==> config.mk <==
export PLATFORM = sky130hd
export DESIGN_NAME = rar_poly_cell
export DESIGN_NICKNAME = d
export VERILOG_FILES = /design/src/rtl/rar_pkg.sv /design/src/rtl/rar_poly_cell.sv
export SDC_FILE = /design/constraint.sdc
export NUM_CORES = 2
export LEC_CHECK = 0
export BUFFER_PORTS_ARGS = -buffer_cell sky130_fd_sc_hd__buf_2
export CAP_MARGIN = 20
export CORE_ASPECT_RATIO = 0.75
export CORE_MARGIN = 2
export CORE_UTILIZATION = 30
export DETAILED_ROUTE_END_ITERATION = 6
export GPL_ROUTABILITY_DRIVEN = 0
export SYNTH_ARGS = -nofsm -noshare
export SYNTH_HDL_FRONTEND = slang
export SYNTH_SLANG_ARGS = --single-unit
==> constraint.sdc <==
create_clock -name clk -period 14.6 [get_ports clk]
set_input_delay 0.73 -clock clk [delete_from_list [all_inputs] [get_ports clk]]
set_output_delay 0.73 -clock clk [all_outputs]
set_load 0.02 [all_outputs]
==> src/rtl/rar_pkg.sv <==
`default_nettype none
package rar_pkg;

  // fixed field formats of the rotate unit
  localparam int COORD_WIDTH = 32;
  localparam int ANGLE_BITS  = 16;
  localparam int AXIS_WIDTH  = 32;

  // q30 constants
  localparam logic [31:0] PI_Q30  = 32'd3373259426;
  localparam logic [31:0] ONE_Q30 = 32'h4000_0000;

  // taylor denominators per poly cell, zero means the sine term passes through
  localparam int SIN_DEN [8] = '{210, 156, 110, 72, 42, 20, 6, 0};
  localparam int COS_DEN [8] = '{240, 182, 132, 90, 56, 30, 12, 2};

  typedef struct packed {
    logic signed [COORD_WIDTH-1:0] vec_x;
    logic signed [COORD_WIDTH-1:0] vec_y;
    logic signed [COORD_WIDTH-1:0] vec_z;
    logic signed [AXIS_WIDTH-1:0]  axis_x;
    logic signed [AXIS_WIDTH-1:0]  axis_y;
    logic signed [AXIS_WIDTH-1:0]  axis_z;
    logic [ANGLE_BITS-1:0]         turn_angle;
  } req_t;

  typedef struct packed {
    logic signed [COORD_WIDTH-1:0] rot_x;
    logic signed [COORD_WIDTH-1:0] rot_y;
    logic signed [COORD_WIDTH-1:0] rot_z;
  } res_t;

  // payload that rides along the sine/cosine chain
  typedef struct packed {
    logic [30:0]                   x;
    logic [1:0]                    quad;
    logic signed [COORD_WIDTH-1:0] vx;
    logic signed [COORD_WIDTH-1:0] vy;
    logic signed [COORD_WIDTH-1:0] vz;
    logic signed [AXIS_WIDTH-1:0]  ax;
    logic signed [AXIS_WIDTH-1:0]  ay;
    logic signed [AXIS_WIDTH-1:0]  az;
  } side_t;

endpackage
`default_nettype wire

==> src/rtl/rar_poly_cell.sv <==
`default_nettype none
// one horner step of the sine and cosine polynomials: t = 1 - x2*t/d, two stages
module rar_poly_cell #(
  parameter int DS = 0,
  parameter int DC = 1
) (
  input  wire logic                clk,
  input  wire logic                rst,
  input  wire logic                in_valid,
  input  wire logic [31:0]         x2_in,
  input  wire logic signed [31:0]  ts_in,
  input  wire logic signed [31:0]  tc_in,
  input  wire rar_pkg::side_t      side_in,
  output logic                     out_valid,
  output logic [31:0]              x2_out,
  output logic signed [31:0]       ts_out,
  output logic signed [31:0]       tc_out,
  output rar_pkg::side_t           side_out
);

  localparam int DSE = (DS == 0) ? 1 : DS;
  localparam int LS  = $clog2(DSE);
  localparam int LC  = $clog2(DC);
  // reciprocal multipliers, exact floor division for 32-bit dividends
  localparam logic [63:0] MS64 = ((64'd1 << (32 + LS)) + 64'(DSE) - 64'd1) / 64'(DSE);
  localparam logic [63:0] MC64 = ((64'd1 << (32 + LC)) + 64'(DC) - 64'd1) / 64'(DC);

  logic                a_valid;
  logic [31:0]         a_x2;
  logic signed [31:0]  a_ts;
  logic [61:0]         a_ps;
  logic [61:0]         a_pc;
  rar_pkg::side_t      a_side;

  logic [64:0]         ms_prod;
  logic [64:0]         mc_prod;
  logic [32:0]         qs;
  logic [32:0]         qc;
  logic signed [31:0]  ts_next;
  logic signed [31:0]  tc_next;

  always_ff @(posedge clk) begin
    if (rst) begin
      a_valid <= 1'b0;
    end else begin
      a_valid <= in_valid;
    end
    a_x2   <= x2_in;
    a_ts   <= ts_in;
    a_ps   <= 62'(x2_in) * 62'(ts_in[30:0]);
    a_pc   <= 62'(x2_in) * 62'(tc_in[30:0]);
    a_side <= side_in;
  end

  always_comb begin
    ms_prod = 65'(a_ps[61:30]) * 65'(MS64[32:0]);
    mc_prod = 65'(a_pc[61:30]) * 65'(MC64[32:0]);
    qs      = 33'(ms_prod >> (32 + LS));
    qc      = 33'(mc_prod >> (32 + LC));
    ts_next = (DS == 0) ? a_ts : 32'(33'(rar_pkg::ONE_Q30) - qs);
    tc_next = 32'(33'(rar_pkg::ONE_Q30) - qc);
  end

  always_ff @(posedge clk) begin
    if (rst) begin
      out_valid <= 1'b0;
    end else begin
      out_valid <= a_valid;
    end
    x2_out   <= a_x2;
    ts_out   <= ts_next;
    tc_out   <= tc_next;
    side_out <= a_side;
  end

endmodule
`default_nettype wire

* Word level (Yosys, flattened, before mapping)
Cells that the tools add are included.
Storage, ports and cells: word-level logic and storage cells 26, flip-flop bits (word level) 674, output and inout port bits 322, input port bits 324
Operators by class: add/sub/neg operators 1, $mul 1
Operator list (number):
- 32-bit by 31-bit multiplier with 62-bit output | 1
- 31-bit by 32-bit subtractor with 32-bit output, first input constant | 1

* Longest topological paths before layout
word-level depth 1, depth in mapped cells 28, gate-level depth less buffers 27

* Worst setup path after synthesis
OpenSTA, ideal clock, no wires.
path kind input -> register, start point in x2_in[13], end point reg a_pc[45], data arrival time 7.316 ns, path buffers 1, slack 7.165 ns, setup time 0.119 ns, stages 25, data required time 14.481 ns, path through clkbuf_1 and2_1 fa_1 fa_1 fa_1 inv_1 fa_1 inv_1 fa_1 inv_1 fa_1 inv_1 fa_1 inv_1 fa_1 inv_1 ha_1 nand2_1 or3_1 a221oi_1 nor4_1 o41a_1 a21oi_1 o31ai_1 o221a_2
On the way: word-level cells in the longest chain between the ends 1
Ends and longest elaborated chain:
- from (decl) | RTL line rar_poly_cell.sv:10 | input wire logic [31:0] x2_in,
- 32-bit by 31-bit multiplier with 62-bit output | RTL line rar_poly_cell.sv:51 | a_pc <= 62'(x2_in) * 62'(tc_in[30:0]);
- to (signal assigned) | RTL line rar_poly_cell.sv:51
- to (decl) | RTL line rar_poly_cell.sv:32 | logic [61:0] a_pc;
No other way between the ends. A chain may end at the register's enable or synchronous reset.

* Worst setup path in the final report
start point in x2_in[11], end point reg a_pc[52]
The elaborated chain is that of the path after synthesis.

==> reports/metrics.csv <==
stage;metric;value;unit
die;Die X;449;um
timing;endpoints failing hold;0;
logic_synthesis;Synth warnings;0;
global_route;wire length of the first global-routing pass;199000;um
worst_setup_path;crit path max fanout;32;
timing;Tightest Pin Transition;1000;ps
worst_setup_path;cells on worst reg2reg path;8;
logic_synthesis;multiplexer area fraction after synthesis;0;%
die;die area;0.152;mm2
timing;Final Worst Setup Slack;6430;ps
worst_hold_path;worst hold endpoint;a_side[137]$_DFF_P_;
worst_setup_path;CP Launch Point;x2_in[11];
clock_tree;PostCTS Resize Cnt;0;
global_route;vias in the first global route;31500;
place;dpl hpwl;105000;um
worst_setup_path;critical path launch point type;primary input;
detailed_routing;DRT iter0 DRCs;1751;
logic_synthesis;mapped cell area;0.0445;mm2
logic_synthesis;Post-Synth Adder-Cell Area;45.8;%
logic_synthesis;main flop type after synthesis;dfxtp_1;
worst_setup_path;Reg-to-Reg End;tc_out[26]$_DFF_P_;
timing;Clock Skews;33.1;ps
flow_run;max cap viols;0;
detailed_routing;WL per Instance;19.9;um
worst_hold_path;hold_sp;side_in[137];
logic_synthesis;cell taking the most area after synthesis;fa_1;
place;dpl ws;5770;ps
finish;FF/Latch Area;0.0129;mm2
die;Site Rows;122;
finish;nets;6111;
finish;multi-input logic area;0.0279;mm2
timing;final period utilization;56.0;%
timing;Rel. slew slack;33.1;%
die;die height;338;um
clock_tree;CTS tree;yes;
logic_synthesis;EDFF count, synth;0;
detailed_routing;drt first pass iters;7;
logic_synthesis;#FFs+latches synth;644;
clock_tree;Skew-Pair Late Insertion Delay;660;ps
logic_synthesis;top post-synthesis cells by area;fa_1, dfxtp_1, and2_1;
die;Core ar.;0.147;mm2
clock_tree;Worst-path clk slew;70;ps
clock_tree;CTS Root Cell;clkbuf_16;
timing;RSZ-0062 raised after global routing;false;
global_route;total gr overflow;0;
global_route;initial antenna violation count;36;
logic_synthesis;Mapped Cells;4143;
die;number of I/O pins;646;
clock_tree;hold buffer count at CTS;0;
worst_setup_path;Crit path required time;15180;ps
logic_synthesis;Post-synth ARST share;0;%
worst_setup_path;Setup crit end kind;register;
logic_synthesis;Unique masters post-synth;58;
timing;fmax;0.122;GHz
timing;Setup Viol. Count Final;0;
clock_tree;Clock H-tree levels;3;
logic_synthesis;Synthesized Nets;5579;
detailed_routing;DRC viols;0;
logic_synthesis;simple-gate share of the synthesized area;13.2;%
detailed_routing;post-route ant nets;0;
logic_synthesis;mean post-synth cell area;10.7;um2
worst_setup_path;CP Class;in2reg;
logic_synthesis;Synth Area in Compound Gates;2.40;%
outcome;run status;completed;
worst_setup_path;WP data arrival;8750;ps
finish;Fill cells;14800;
timing;Slew Viols, Final;0;
clock_tree;CTS Buf Count;67;
detailed_routing;vias;29800;
global_route;largest net degree at the start of global routing;33;
worst_setup_path;R2R Setup Slk;11520;ps
clock_tree;# Post-CTS Setup Buffers;0;
logic_synthesis;Synth top area share;38.8;%
finish;area grow syn2layout;16.6;%
logic_synthesis;combinational family with the most area after synthesis;adder cells;
clock_tree;Clock Path Buffers;3;
logic_synthesis;xor/xnor share of the synthesized area;1.28;%
clock_tree;clk sinks;644;
logic_synthesis;sequential-to-total area share from yosys stat;29.0;%
detailed_routing;Via density;4.45;
place;number of I/O port buffers;644;
global_route;gr usage total;17.6;%
die;starting density of the core;30.2;%
worst_hold_path;Worst Hold Depth;1;
worst_hold_path;hold crit path type;in2reg;
detailed_routing;Routed WL;133000;um
timing;final setup TNS;0;ps
timing;Final Critical Period;8170;ps
worst_setup_path;worst r2r src;a_pc[33]$_DFF_P_;
finish;share of cells above drive strength 1;16.6;%
-- worst max-delay path by stage --
stage,endpoint,slack (ps)
after floorplan,a_pc[45]$_DFF_P_,7170
after global placement,a_pc[52]$_DFF_P_,5740
after detailed placement,a_pc[52]$_DFF_P_,5770
after CTS,a_pc[52]$_DFF_P_,6460
after global routing,a_pc[52]$_DFF_P_,6220
final,a_pc[52]$_DFF_P_,6430
-- layer usage --
| layer | vias to the layer above | GRT usage (%) | part of all wire, % |
|---|---|---|---|
| met2 | 1160 | 29.2 | 47 |
| met3 | 246 | 5.18 | 8.4 |
| li1 | 13200 | - | - |
| met5 | - | 0 | 0.19 |
| met4 | 40 | 5.09 | 2.8 |
| met1 | 15200 | 22.3 | 41 |
-- stage by stage --
step / hold WS [ps] / utilization, % / std cells / cell area, um2
after floorplan: 310 / - / 4143 / 44500
after global placement: 309 / 33.6 / 6590 / 49600
after detailed placement: 312 / 33.6 / 6590 / 49600
after CTS: 65.7 / 35.2 / 6708 / 51900
after global routing: 92.8 / 35.2 / 6710 / 51900
final: 146 / 35.2 / 6710 / 51900
-- registers in the layout, indices dropped and copies added (netlist names), 32 cells and up --
register  flops
a_pc         32
a_side      225
a_ts         32
a_x2         32
side_out    225
tc_out       32
ts_out       32
x2_out       32
-- cell families (layout without fill, tap and decap cells) --
group,after synthesis,in the layout
XOR/XNOR,65,65
buffers and inverters,994,1575
flip-flops,644,644
AO/OA/AOI/OAI,168,168
adder cells (fa/ha/maj),1112,1112
other,0,2
AND/OR/NAND/NOR,1160,1160
-- worst max-delay path, stage by stage --
cell,delay (ps)
buf_2,690
and2_1,250
fa_1,440
fa_1,500
fa_1,510
inv_1,50
fa_1,470
inv_1,50
fa_1,490
inv_1,50
fa_1,530
inv_1,50
fa_1,470
inv_1,50
fa_1,480
inv_1,40
ha_1,330
nand2_1,130
nor4_1,370
o211ai_1,150
o211ai_1,430
a21boi_0,260
o21bai_1,340
o21ai_0,290
o31ai_1,390
xor2_1,160
-- Yosys cell counts, drive strengths merged (6+ instances only) --
cell	number
a211oi	7
inv	798
dfxtp	644
or3	8
nor2b	6
clkbuf	196
nor2	39
a21o	25
o21bai	6
nor3	16
a21oi	53
fa	864
and2	505
nor4	9
ha	248
o211ai	6
a31oi	7
nand4	14
xor2	18
o21ai	33
nand3	7
nand2	534
xnor2	47
-- area by class of cell --
class                      instances  area share [%]
clock inverter                    36           0.973
tap                             1984            4.78
clock buffer                      82            3.47
timing repair buffer             659            6.42
sequential                       644            24.8
antenna                            2         0.00964
multi-input combinational       2505            53.7
inverter                         798            5.77
-- placed cells by master (no fill, tap or decap), types with 4 or more instances in the layout --
cell / n
dfxtp_1: 644
a21o_1: 25
clkbuf_8: 7
a211oi_1: 7
o21ai_0: 33
and2_1: 505
clkbuf_16: 67
inv_1: 798
nor4_1: 7
buf_2: 644
nand2_1: 533
xor2_1: 18
bufinv_16: 6
nor2b_1: 6
o21bai_1: 6
ha_1: 248
fa_1: 864
nand3_1: 7
a21oi_1: 53
a31oi_1: 7
or4_4: 4
o31ai_1: 4
clkbuf_1: 8
clkinv_2: 9
nor2_1: 38
o211ai_1: 6
nand4_1: 14
o21a_1: 5
nor3_1: 16
inv_6: 6
xnor2_1: 47
nand2b_1: 5
clkinvlp_4: 4
buf_4: 15
or3_1: 7
Power is left out: the tool's default activity adds up to more than one toggle a clock period on the data nets, which glitch-free logic cannot reach.
